File: src/rtl/core/spatial_hash_point_dedup_defines.svh
// Assertion helpers for the point dedup block.
// Each macro expects clk and rst_n to be visible where it is used.
`ifndef SPATIAL_HASH_POINT_DEDUP_DEFINES_SVH
`define SPATIAL_HASH_POINT_DEDUP_DEFINES_SVH

// Same-cycle implication, disabled in reset
`define SHPD_ASSERT_IMPL(lbl, ante, cons, msg) \
    lbl: assert property (@(posedge clk) disable iff (!rst_n) (ante) |-> (cons)) \
        else $error(msg);

// Next-cycle implication, disabled in reset
`define SHPD_ASSERT_NEXT(lbl, ante, cons, msg) \
    lbl: assert property (@(posedge clk) disable iff (!rst_n) (ante) |=> (cons)) \
        else $error(msg);

`endif

File: src/rtl/core/shpd_pkg.sv
package shpd_pkg;

    // Fixed field widths
    localparam int COORD_W = 20;
    localparam int DIST_W  = 16;
    localparam int CNT_W   = 5;
    localparam int SPAN_W  = 24;
    localparam int STAT_W  = 3;
    localparam int PADDR_W = 5;
    localparam int IDX_W   = 3;

    // Status codes
    localparam logic [STAT_W-1:0] ST_INSERTED  = 3'd0;
    localparam logic [STAT_W-1:0] ST_DUPLICATE = 3'd1;
    localparam logic [STAT_W-1:0] ST_FULL      = 3'd2;
    localparam logic [STAT_W-1:0] ST_OUTSIDE   = 3'd3;
    localparam logic [STAT_W-1:0] ST_MATCH     = 3'd4;
    localparam logic [STAT_W-1:0] ST_NO_MATCH  = 3'd5;

    // Register indexes
    localparam logic [IDX_W-1:0] REG_NEIGHBOR_MIN = 3'd0;
    localparam logic [IDX_W-1:0] REG_EXACT_MIN    = 3'd1;
    localparam logic [IDX_W-1:0] REG_QUERY_RADIUS = 3'd2;
    localparam logic [IDX_W-1:0] REG_ORIGIN_X     = 3'd3;
    localparam logic [IDX_W-1:0] REG_ORIGIN_Y     = 3'd4;

    // Command codes
    localparam logic CMD_INSERT = 1'b0;
    localparam logic CMD_QUERY  = 1'b1;

    typedef struct packed {
        logic [DIST_W-1:0]        neighbor_min_distance;
        logic [DIST_W-1:0]        exact_min_distance;
        logic [DIST_W-1:0]        query_radius;
        logic signed [DIST_W-1:0] origin_cell_x;
        logic signed [DIST_W-1:0] origin_cell_y;
    } cfg_t;

endpackage

File: src/rtl/core/shpd_dist.sv
module shpd_dist
    import shpd_pkg::*;
(
    input  logic                      clk,
    input  logic                      start,
    input  logic signed [COORD_W-1:0] pos_x,
    input  logic signed [COORD_W-1:0] pos_y,
    input  logic signed [COORD_W-1:0] slot_x,
    input  logic signed [COORD_W-1:0] slot_y,
    input  logic [DIST_W-1:0]         thr,
    output logic                      hit
);

    localparam int D_W  = COORD_W + 1;
    localparam int SQ_W = 2 * D_W;

    logic signed [D_W-1:0]  dx;
    logic signed [D_W-1:0]  dy;
    logic [SQ_W-1:0]        sqx_reg;
    logic [SQ_W-1:0]        sqy_reg;
    logic [2*DIST_W-1:0]    thr2_reg;
    logic [SQ_W:0]          sum;

    assign dx = D_W'(pos_x) - D_W'(slot_x);
    assign dy = D_W'(pos_y) - D_W'(slot_y);

    // Square the offsets and the threshold
    always_ff @(posedge clk)
    begin
        if (start)
        begin
            sqx_reg  <= SQ_W'(dx * dx);
            sqy_reg  <= SQ_W'(dy * dy);
            thr2_reg <= thr * thr;
        end
    end

    // Compare the squared distance
    assign sum = {1'b0, sqx_reg} + {1'b0, sqy_reg};
    assign hit = sum < (SQ_W + 1)'(thr2_reg);

endmodule

File: config.mk
export PLATFORM = sky130hd
export DESIGN_NAME = shpd_dist
export DESIGN_NICKNAME = d
export VERILOG_FILES = /design/src/rtl/core/spatial_hash_point_dedup_defines.svh /design/src/rtl/core/shpd_pkg.sv /design/src/rtl/core/shpd_dist.sv
export SDC_FILE = /design/constraint.sdc
export NUM_CORES = 2
export LEC_CHECK = 0
export BUFFER_PORTS_ARGS = -buffer_cell sky130_fd_sc_hd__buf_2
export CORE_MARGIN = 4
export CORE_UTILIZATION = 55
export CTS_BUF_LIST = sky130_fd_sc_hd__clkbuf_8
export DETAILED_ROUTE_END_ITERATION = 8
export PLACE_DENSITY_LB_ADDON = 0.25
export SLEW_MARGIN = 20
export SYNTH_ARGS = -nofsm -noshare
export SYNTH_HDL_FRONTEND = slang
export SYNTH_SLANG_ARGS = --single-unit
File: constraint.sdc
create_clock -name clk -period 12.4 [get_ports clk]
set_input_delay 1.24 -clock clk [delete_from_list [all_inputs] [get_ports clk]]
set_output_delay 1.24 -clock clk [all_outputs]
set_load 0.05 [all_outputs]
==> out/qor.yml <==
worstPathRequired_ns: 12.59
grt_setup_unrepaired: "no"
slew_headroom_pct: 24.4
crit_path_max_incr_delay_ns: 0.55
dieArea_sq_um: 84300
initial_core_util_pct: 55.5
first_iter_violations: 1557
syn_avg_cell_area_sq_um: 9.38
synth-compound-area-share_pct: 7.23
vias_per_cell: 5.26
antennaDiodeCount: 0
top_layer: "met4"
synth_fp_nets: 6224
cp-end-kind: "flip-flop"
synth_simple_gate_area_share_pct: 9.76
critPathKind: "input pin to flip-flop"
syn_to_final_growth_pct: 4.71
synth_most_common_cell: "inv_1"
fin_tns_setup_ns: 0
post_cts_resize_count: 0
critPathSlowestCell: "fa_1"
cpMostUsedCell: "fa_1"
synth_top_family_by_area: "adder cells"
antenna_found_initial: 0
portBuffers: 98
dp_hpwl_um: 84100
cts-root-buf: "clkbuf_8"
status: "completed"
postPlaceCellArea_sq_um: 45500
fmax_ghz: 0.0934
synth-adder-area-share_pct: 58.4
num_rows: 103
ys_seq_area_share_pct: 7.74
async_flop_share_pct: 0
cts_buffer_depth: 2
syn_inst: 4676
ys_seq_elements: 113
clock-sinks: 113
grtUsageTotal_pct: 24.3
hold_class: "input pin to flip-flop"
tightest_slew_ns: 1.10
drv_cap: 0
synthFlopType: "edfxtp_1"
vias: 30500
finalCritPeriodShare_pct: 86.4
grt_max_degree: 59
synth.area.top_cells: "fa_1, ha_1, inv_1"
holdBufCountCts: 0
core-area_sq_um: 79000
cts_tree: "built"
crit_fanout: 12
synthXorXnorAreaFrac_pct: 4.29
die_y_um: 290
final_nets: 6278
drt_first_pass_iters: 7
wl_met2_um: 49500
synth_area_sq_um: 43800
multiInputGateArea_sq_um: 35000
drt_drc_violations_left: 0
ys_types: 78
worstSetupStartpointType: "input pin"
arrival_ns: 10.89
ant_nets: 0
m1WireLength_um: 39600
min_from: "thr[0]"
cts.clk_slew.worst_paths_ns: 0.07
hold_end: "thr2_reg[0]$_DFFE_PP_"
cts_max_level: 4
synth_edf_count: 113
first_global_vias: 33200
seq_area_sq_um: 3390
period_minus_slack_ns: 10.71
grt.overflow.total: 0
wl_per_cell_um: 16.9
globalplace.congestion: 0.914
setup_viol_count_final: 0
io_pins: 99
drive_above_1_share_pct: 4.74
dieWidth_um: 290
dr_wl_met3_um: 5550
wirelength_um: 97800
grt_pass1_wl_um: 166000
synth_mux_area_share_pct: 0.117
ys_top_cells_by_count: "inv_1, fa_1, ha_1"
hold_violations: 0
cts_buffers: 17
hold_depth: 1
synth_top_area_cell: "fa_1"
slew_viol_final: 0
num-fill-cells: 6956
ys_warn_count: 0
synth_top_area_share_pct: 45.3
postCtsSetupBuffers: 0
final_area_sq_um: 45900
==> metal layers <==
layer / GRT usage (%) / vias to the layer above
met1: 31.8 / 15300
met5: 0 / -
met2: 42.4 / 832
met3: 3.55 / 207
li1: - / 14100
met4: 6.97 / 0
==> area by class of cell <==
class                   count  area share, %
inverters                1347           11.0
clock inverters            14          0.273
clock buffers              17          0.510
repair buffers            137           1.71
multi-input cells        3114           76.2
well taps                1050           2.86
flip-flops and latches    113           7.39
==> worst max-delay path: cells and delay by family <==
| kind | cells | cell delay, ns |
|---|---|---|
| compound gates | 16 | 3.54 |
| fa+ha+maj | 10 | 4.41 |
| buf+inv | 9 | 0.90 |
| xor+xnor | 2 | 0.30 |
| simple gates | 3 | 0.49 |
==> layout by cell type, fill, tap and decap left out, types with 29 or more instances in the layout <==
cell,synthesis,routed
a21o_1,84,84
fa_1,992,992
xor2_1,60,59
inv_1,1338,1339
nor3_1,31,31
nor2_1,320,320
nor2b_1,29,29
ha_1,458,458
xnor2_1,151,149
and2_1,90,90
buf_4,1,40
buf_2,13,97
nand2_1,364,364
a21oi_1,146,146
o21ai_0,73,73
edfxtp_1,113,113
==> logic make-up after synthesis <==
logic type | after synthesis
DFF | 113
muxes | 5
adders and majority gates | 1450
AOI/OAI and AO/OA | 481
and+or+nand+nor | 965
xor gates and xnor gates | 213
buffers and inverters | 1449
==> through the flow <==
step | cells | util, % | setup WS [ns] | hold slack (ns)
after floorplan | 4676 | - | 2.52 | 1.34
after global placement | 5761 | 57.7 | 1.61 | 1.70
after detailed placement | 5761 | 57.7 | 1.33 | 1.70
after CTS | 5792 | 58.1 | 1.79 | 1.21
after global routing | 5792 | 58.1 | 1.22 | 1.23
final | 5792 | 58.1 | 1.69 | 1.23
==> worst max-delay path by stage <==
| stage | startpoint | endpoint | slack (ns) | cells after the start |
|---|---|---|---|---|
| final | pos_x[0] | sqx_reg[41]$_DFFE_PP_ | 1.69 | 40 |
| after global routing | pos_x[0] | sqx_reg[41]$_DFFE_PP_ | 1.22 | 40 |
| after CTS | pos_x[0] | sqx_reg[41]$_DFFE_PP_ | 1.79 | 41 |
| after global placement | pos_x[0] | sqx_reg[41]$_DFFE_PP_ | 1.61 | 40 |
| after floorplan | pos_x[0] | sqx_reg[41]$_DFFE_PP_ | 2.52 | 35 |
| after detailed placement | pos_x[0] | sqx_reg[41]$_DFFE_PP_ | 1.33 | 41 |
Power is not shown: default switching activity piles up to over one toggle a cycle in this logic, so the estimate is an artifact.
