<file path="src/rtl/core/spatial_hash_point_dedup_defines.svh">
// Assertion helpers for the point dedup block.
// Each macro expects clk and rst_n to be visible where it is used.
`ifndef SPATIAL_HASH_POINT_DEDUP_DEFINES_SVH
`define SPATIAL_HASH_POINT_DEDUP_DEFINES_SVH

// Same-cycle implication, disabled in reset
`define SHPD_ASSERT_IMPL(lbl, ante, cons, msg) \
    lbl: assert property (@(posedge clk) disable iff (!rst_n) (ante) |-> (cons)) \
        else $error(msg);

// Next-cycle implication, disabled in reset
`define SHPD_ASSERT_NEXT(lbl, ante, cons, msg) \
    lbl: assert property (@(posedge clk) disable iff (!rst_n) (ante) |=> (cons)) \
        else $error(msg);

`endif

</file>
<file path="src/rtl/core/shpd_pkg.sv">
package shpd_pkg;

    // Fixed field widths
    localparam int COORD_W = 20;
    localparam int DIST_W  = 16;
    localparam int CNT_W   = 5;
    localparam int SPAN_W  = 24;
    localparam int STAT_W  = 3;
    localparam int PADDR_W = 5;
    localparam int IDX_W   = 3;

    // Status codes
    localparam logic [STAT_W-1:0] ST_INSERTED  = 3'd0;
    localparam logic [STAT_W-1:0] ST_DUPLICATE = 3'd1;
    localparam logic [STAT_W-1:0] ST_FULL      = 3'd2;
    localparam logic [STAT_W-1:0] ST_OUTSIDE   = 3'd3;
    localparam logic [STAT_W-1:0] ST_MATCH     = 3'd4;
    localparam logic [STAT_W-1:0] ST_NO_MATCH  = 3'd5;

    // Register indexes
    localparam logic [IDX_W-1:0] REG_NEIGHBOR_MIN = 3'd0;
    localparam logic [IDX_W-1:0] REG_EXACT_MIN    = 3'd1;
    localparam logic [IDX_W-1:0] REG_QUERY_RADIUS = 3'd2;
    localparam logic [IDX_W-1:0] REG_ORIGIN_X     = 3'd3;
    localparam logic [IDX_W-1:0] REG_ORIGIN_Y     = 3'd4;

    // Command codes
    localparam logic CMD_INSERT = 1'b0;
    localparam logic CMD_QUERY  = 1'b1;

    typedef struct packed {
        logic [DIST_W-1:0]        neighbor_min_distance;
        logic [DIST_W-1:0]        exact_min_distance;
        logic [DIST_W-1:0]        query_radius;
        logic signed [DIST_W-1:0] origin_cell_x;
        logic signed [DIST_W-1:0] origin_cell_y;
    } cfg_t;

endpackage

</file>
<file path="src/rtl/core/shpd_cfg.sv">
module shpd_cfg
    import shpd_pkg::*;
(
    input  logic               clk,
    input  logic               rst_n,
    input  logic               psel,
    input  logic               penable,
    input  logic               pwrite,
    input  logic [PADDR_W-1:0] paddr,
    input  logic [31:0]        pwdata,
    output logic [31:0]        prdata,
    output logic               pready,
    output cfg_t               cfg
);

    cfg_t             cfg_reg;
    logic [IDX_W-1:0] idx;
    logic             wr_en;

    assign idx    = paddr[PADDR_W-1:2];
    assign wr_en  = psel && penable && pwrite;
    assign pready = 1'b1;
    assign cfg    = cfg_reg;

    // Write registers on the access phase
    always_ff @(posedge clk or negedge rst_n)
    begin
        if (!rst_n)
        begin
            cfg_reg.neighbor_min_distance <= 16'd128;
            cfg_reg.exact_min_distance    <= 16'd26;
            cfg_reg.query_radius          <= 16'd512;
            cfg_reg.origin_cell_x         <= '0;
            cfg_reg.origin_cell_y         <= '0;
        end
        else if (wr_en)
        begin
            unique case (idx)
                REG_NEIGHBOR_MIN: cfg_reg.neighbor_min_distance <= pwdata[15:0];
                REG_EXACT_MIN:    cfg_reg.exact_min_distance    <= pwdata[15:0];
                REG_QUERY_RADIUS: cfg_reg.query_radius          <= pwdata[15:0];
                REG_ORIGIN_X:     cfg_reg.origin_cell_x         <= $signed(pwdata[15:0]);
                REG_ORIGIN_Y:     cfg_reg.origin_cell_y         <= $signed(pwdata[15:0]);
                default:          ;
            endcase
        end
    end

    // Read back
    always_comb
    begin
        unique case (idx)
            REG_NEIGHBOR_MIN: prdata = {16'd0, cfg_reg.neighbor_min_distance};
            REG_EXACT_MIN:    prdata = {16'd0, cfg_reg.exact_min_distance};
            REG_QUERY_RADIUS: prdata = {16'd0, cfg_reg.query_radius};
            REG_ORIGIN_X:     prdata = {{16{cfg_reg.origin_cell_x[15]}}, cfg_reg.origin_cell_x};
            REG_ORIGIN_Y:     prdata = {{16{cfg_reg.origin_cell_y[15]}}, cfg_reg.origin_cell_y};
            default:          prdata = 32'd0;
        endcase
    end

endmodule

</file>
<file path="config.mk">
export PLATFORM = sky130hd
export DESIGN_NAME = shpd_cfg
export DESIGN_NICKNAME = d
export VERILOG_FILES = /design/src/rtl/core/spatial_hash_point_dedup_defines.svh /design/src/rtl/core/shpd_pkg.sv /design/src/rtl/core/shpd_cfg.sv
export SDC_FILE = /design/constraint.sdc
export NUM_CORES = 1
export LEC_CHECK = 0
export ABC_AREA = 1
export BUFFER_PORTS_ARGS = -buffer_cell sky130_fd_sc_hd__buf_2
export CAP_MARGIN = 25
export CORE_UTILIZATION = 45
export CTS_CLUSTER_SIZE = 12
export DETAILED_ROUTE_END_ITERATION = 8
export PLACE_DENSITY = 0.76
export SLEW_MARGIN = 20
export SYNTH_ARGS = -nofsm -noshare
export SYNTH_HDL_FRONTEND = slang
export SYNTH_SLANG_ARGS = --single-unit
</file>
<file path="constraint.sdc">
create_clock -name clk -period 1.56 [get_ports clk]
set_clock_uncertainty 0.2 [all_clocks]
set_input_delay 0.156 -clock clk [delete_from_list [all_inputs] [get_ports clk]]
set_output_delay 0.156 -clock clk [all_outputs]
set_load 0.03 [all_outputs]
</file>
==> impl_metrics.py, run 1 <==
metrics = {
    "worst_setup_path": {
        "crit_chain": "nand4_1 -> nand2_2 -> nor2_2 -> nand2_1 -> buf_6",
        "startpoint_type": "flop",
        "crit_type": "flop to primary output",
        "crit_path_max_fanout": 2,
        "end_kind": "primary output",
        "worstPathArrival_ns": 1.35,
        "slowest_stage": "dfstp_2",
        "max_stage_delay_ns": 0.54,
        "cp.required_ns": 1.20,
    },
    "sta": {
        "max_freq_mhz": 586.6,
        "finalSetupViolCount": 27,
        "slew_headroom_pct": 64.89,
        "worst_slack_ns": -0.1448,
        "fin_crit_sh_pct": 109.3,
        "fin_crit_ns": 1.705,
        "worstMarginPinSlew_ns": 0.5249,
        "final_hold_viol_count": 0,
        "rsz0062_at_grt": "true",
        "slew_violations": 0,
    },
    "layout": {
        "fill_cells": 732,
        "final-instance-count-excl-fill": 829,
        "fin_nets": 737,
        "largest_reg_flops": 80,
        "drive_gt1_share_pct": 44.57,
        "syn2layout_area_growth_pct": 42.58,
        "multi_input_area_um2": 1803,
        "num_antenna_cells": 0,
        "register_area_um2": 2009,
    },
    "die": {
        "initial_core_util_pct": 46.65,
        "fp.dieArea_um2": 9974,
        "die_h_um": 99.87,
        "core_um2": 9240,
        "die_x_um": 99.87,
        "io_pins": 155,
        "rows": 35,
    },
    "route": {
        "viasPerCell": 5.199,
        "drtIter0Drc": 293,
        "wl_met1_mm": 5.328,
        "drt_wl_total_mm": 13.48,
        "vias": 4310,
        "met3_length_mm": 1.105,
        "drcViolationCount": 0,
        "top_layer": "met4",
        "wl_met2_mm": 6.763,
        "ant_nets": 0,
        "firstDrtPassIters": 6,
        "wl_per_cell_um": 16.25,
    },
    "cts": {
        "clock_latency_ns": 0.34,
        "cts_tree": "done",
        "h-tree-depth": 3,
        "clk_pin_slew_ns": 0.08,
        "cts_root_buffer": "clkbuf_8",
        "cts.path.max_buffers": 2,
        "cts_sinks": 80,
        "cts-buffers-inserted": 9,
    },
    "place": {
        "dp.cells": 749,
        "gp_congestion": 0.8720,
        "dp_hpwl_mm": 8.680,
        "portBuffers": 135,
    },
    "global_routing": {
        "grt_pass1_vias": 4150,
        "grt_max_degree": 51,
        "grt-ovfl-total": 0,
        "grtUsageTotal_pct": 27.16,
        "antenna_found_initial": 0,
        "grt_pass1_wl_mm": 20.80,
    },
    "run_status": {
        "violations": "negative setup slack",
        "status": "complete, but fails checks",
    },
    "synth": {
        "syn_nets": 545,
        "synth-seq-area-share_pct": 46.59,
        "netlist.area_leader.share_pct": 43.54,
        "synth_area_leaders": "dfrtp_1 44%, nand2_1 13%, o21ai_2 6.5%",
        "yosysTopAreaCell": "dfrtp_1",
        "netlist_instances": 503,
        "synth-seq-cells": 80,
        "synth_area_um2": 4310,
        "yosys_warnings": 0,
        "synth.avg_cell_area_um2": 8.569,
        "yosysUniqueCellTypes": 23,
    },
    "pwr": {
        "p_leak_nw": 3.337,
        "p_per_area_nw_per_um2": 1168,
        "p_total_mw": 7.181,
        "irDropWorstVdd_v": 0.0007207,
    },
    "run": {
        "drv_cap": 0,
    },
    "hold_path": {
        "hp-class": "input pin to flop",
    },
}
-- critical path, delay by kind of cell (launching register included) --
family | cells | cell delay (ns)
flops | 1 | 0.54
simple gates | 4 | 0.33
buf+inv | 1 | 0.13
-- layout make-up --
| type | instances | share of cell area, % |
|---|---|---|
| flip-flops and latches | 80 | 32.70 |
| repair buffers | 226 | 29.42 |
| multi-input cells | 334 | 29.34 |
| inverters | 44 | 3.094 |
| well taps | 129 | 2.626 |
| clock buffers | 12 | 2.362 |
| clock inverters | 4 | 0.4682 |
-- stage by stage --
| step | utilization, % | hold slack [ns] | area (um2) | worst slack (ns) | TNS, ns |
|---|---|---|---|---|---|
| 2_1_floorplan | - | -0.3396 | 4340 | -0.04744 | -0.6720 |
| 3_3_place_gp | 55.41 | -0.1842 | 5120 | -0.05446 | -0.6675 |
| 3_5_place_dp | 55.41 | -0.1806 | 5120 | -0.09577 | -1.463 |
| 4_1_cts | 64.20 | 0.09076 | 5932 | -0.1160 | -2.143 |
| 5_1_grt | 66.51 | 0.1313 | 6146 | -0.2221 | -3.874 |
| 6_report | 66.51 | 0.09843 | 6146 | -0.1448 | -2.137 |
-- layout by cell type (no fill, tap or decap), drive strengths merged --
cell type and n:
buf 206, clkbuf 14, clkinv 1, clkinvlp 2
conb 1, dfrtp 75, dfstp 5, dlygate4sd3 18
inv 45, nand2 164, nand3 27, nand4 31
nor2 30, o21ai 81
-- Yosys cell counts --
library cell  instances
nand2_1             145
dfrtp_1              75
o21ai_1              43
inv_1                37
o21ai_2              32
nand4_1              31
nor2_1               26
nand3_1              23
buf_4                17
buf_6                16
nand2_2              15
buf_2                12
o21ai_0               6
dfstp_2               5
nand2_4               4
inv_2                 3
inv_8                 3
nand3_4               3
nor2_4                2
nor2_8                2
conb_1                1
inv_4                 1
nand3_2               1
-- metal layers --
metal / global-route usage, % / vias up
met2: 45.41 / 235
met4: 10.41 / 0
met1: 34.02 / 2048
li1: - / 1999
met5: 0 / -
met3: 6.685 / 28
-- power by group --
part	switching (mW)	internal, mW
clock network	0.783	0.627
logic	1.88	1.12
registers	0.297	2.48
total	2.96	4.22
-- cells by family after synthesis --
| kind of cell | synth area share, % |
|---|---|
| and+or+nand+nor | 28.19 |
| AOI/OAI and AO/OA | 12.19 |
| buffers and inverters | 12.95 |
| DFF | 46.59 |
| other | 0.08700 |
-- timing repair --
item / in CTS / in global routing
hold buffers: 18 / 0
resized for setup: 58 / 48
gates cloned: 1 / 0
pin swaps: 17 / 32
hold endpoints to repair: 159 / 0
buffers inserted: 35 / 10
endpoints found under the setup margin: 32 / 37
-- path summary, 6_finish.rpt --
check | startpoint | to | slack (ns) | cells after the start
max | cfg[52] | prdata[4] | -0.14 | 5
min | paddr[3] | cfg[66] | 0.1 | 4
max reg2reg | cfg[38] | cfg[38] | 0.45 | 4
min reg2reg | cfg[4] | cfg[4] | 0.32 | 2
max in group asynchronous | rst_n | cfg[69] | 0.09 | 3
min in group asynchronous | rst_n | cfg[73] | 0.16 | 3
Power figures use the tool's default switching activity.
==> inputs of run 2 (changes only) <==
- BUFFER_PORTS_ARGS: -buffer_cell sky130_fd_sc_hd__buf_2 -> default
- CORE_UTILIZATION: 45 -> 50
- DONT_BUFFER_PORTS: default -> 1
- HOLD_SLACK_MARGIN: default -> 0.08
- PLACE_DENSITY: 0.76 -> default
- clock period: 1.56 -> 1.88 ns (I/O delays scaled with it)
==> impl_metrics.py, run 2 (synthesis results as in run 1) <==
metrics = {
    "run_status": {
        "status": "complete, but fails checks",
        "violations": "negative hold slack",
    },
    "sta": {
        "fin_crit_ns": 1.822,
        "final_hold_viol_count": 80,
        "rsz0062_at_grt": "true",
        "worst_hold_slack_ns": -0.6835,
        "max_freq_mhz": 548.9,
        "slew_headroom_pct": 61.12,
        "finalSetupViolCount": 0,
        "slew_violations": 0,
        "worst_slack_ns": 0.05805,
        "fin_crit_sh_pct": 96.91,
        "worstMarginPinSlew_ns": 0.5827,
    },
    "place": {
        "dp.cells": 578,
        "dp_hpwl_mm": 6.947,
        "portBuffers": 0,
        "dp_slack_ns": 0.2360,
        "gp_congestion": 0.7975,
    },
    "layout": {
        "syn2layout_area_growth_pct": 13.27,
        "fin_nets": 561,
        "layout_common_cells": "139 x nand2_1, 59 x dfrtp_1, 42 x o21ai_1",
        "largest_reg_flops": 80,
        "final_util_pct": 58.83,
        "num_antenna_cells": 0,
        "drive_gt1_share_pct": 23.85,
        "final_common_cell": "nand2_1",
        "final-instance-count-excl-fill": 629,
    },
    "cts": {
        "cts-buffers-inserted": 9,
        "cts_tree": "done",
        "cts_root_buffer": "clkbuf_8",
        "h-tree-depth": 3,
        "clk_pin_slew_ns": 0.08,
        "clock_latency_ns": 0.36,
        "cts_sinks": 80,
        "holdBufCountCts": 35,
        "cts.path.max_buffers": 2,
    },
    "global_routing": {
        "grt_pass1_wl_mm": 17.62,
        "grt_max_degree": 81,
        "grt.busiest_layer": "met2",
        "antenna_found_initial": 0,
        "use_met2_pct": 44.24,
        "grt_pass1_vias": 3309,
        "grt-ovfl-total": 0,
        "grt_use_met1_pct": 33.20,
        "grtUsageMet3_pct": 6.763,
        "grtUsageTotal_pct": 26.62,
    },
    "pwr": {
        "p_per_area_nw_per_um2": 1129,
        "swShare_pct": 39.20,
        "p_int_mw": 3.352,
        "pwr-share-seq_pct": 54.4,
        "clockPowerShare_pct": 29.2,
        "combPwrFrac_pct": 16.4,
        "p_total_mw": 5.513,
        "p_leak_nw": 2.361,
        "power.switching_mw": 2.161,
        "irDropWorstVdd_v": 0.0005001,
    },
    "worst_setup_path": {
        "cp.required_ns": 1.49,
        "end_kind": "primary output",
        "crit_path_max_fanout": 3,
        "crit_type": "flop to primary output",
        "startpoint_type": "flop",
        "worstPathArrival_ns": 1.43,
    },
    "die": {
        "core_um2": 8299,
        "die_x_um": 94.85,
        "io_pins": 155,
        "fp.dieArea_um2": 8997,
        "rows": 33,
        "initial_core_util_pct": 51.94,
        "die_h_um": 94.85,
    },
    "route": {
        "viasPerCell": 5.404,
        "drtIter0Drc": 167,
        "drcViolationCount": 0,
        "firstDrtPassIters": 4,
        "drt_wl_total_mm": 11.26,
        "wl_per_cell_um": 17.91,
        "ant_nets": 0,
        "vias": 3399,
    },
    "hold_path": {
        "hp-class": "input pin to async pin",
    },
    "run": {
        "drv_cap": 0,
    },
}
run 2: cell types whose count changed in the layout (fill, tap and decap cells not counted), moves of 6 or more:
cell,delta
buf_12,-6
buf_2,-96
buf_4,-58
buf_6,-15
buf_8,-16
dfrtp_1,-15
dfrtp_2,+15
dlygate4sd3_1,+17
run 2: power by group through the flow:
stage	sequential, mW	clock, mW	combinational [mW]
after floorplan	2.96	0	0.732
after global placement	3.02	0	0.834
after detailed placement	3.02	0	0.858
after CTS	2.99	1.64	0.901
after global routing	3.04	1.70	1.01
final	3.00	1.61	0.903
run 2: per-layer routing:
metal	wire length, um	share of wire, %
met1	4556	40
met4	108	0.96
met2	5613	50
met3	984	8.7
met5	0	0
run 2: final timing paths:
kind | startpoint | endpoint | slack, ns | cells after the start
worst min register to register | cfg[41] | cfg[41] | 0.37 | 2
worst max-delay path | cfg[44] | prdata[12] | 0.06 | 4
worst min-delay path | rst_n | cfg[34] | -0.68 | 0
worst max register to register | cfg[52] | cfg[52] | 0.79 | 2
min in group clk | paddr[3] | cfg[21] | 0.14 | 4
max in group asynchronous | rst_n | cfg[51] | 1.95 | 0
run 2: what timing repair did:
item,4_1_cts,5_1_grt
resized for setup,1,23
hold endpoints to repair,160,80
endpoints found under the setup margin,1,14
buffers inserted,0,0
run 2: critical path: stages (launching register included):
cell and delay, ns:
dfrtp_1 0.57, nand4_1 0.14, nand2_1 0.10, nor2_1 0.04, nand2_1 0.23
run 2: cell type report:
cell class              count  area [um2]
fillers                   749        3417
well taps                 105       131.4
flip-flops and latches     80        2028
multi-input cells         334        1778
repair buffers             50       500.5
clock buffers              12       155.1
clock inverters             4       98.84
inverters                  44       190.2
run 2: through the flow:
step | setup TNS (ns) | area [um2]
3_3_place_gp | 0 | 4235
4_1_cts | 0 | 4842
3_5_place_dp | 0 | 4235
2_1_floorplan | 0 | 4322
5_1_grt | -0.01488 | 4882
6_report | 0 | 4882
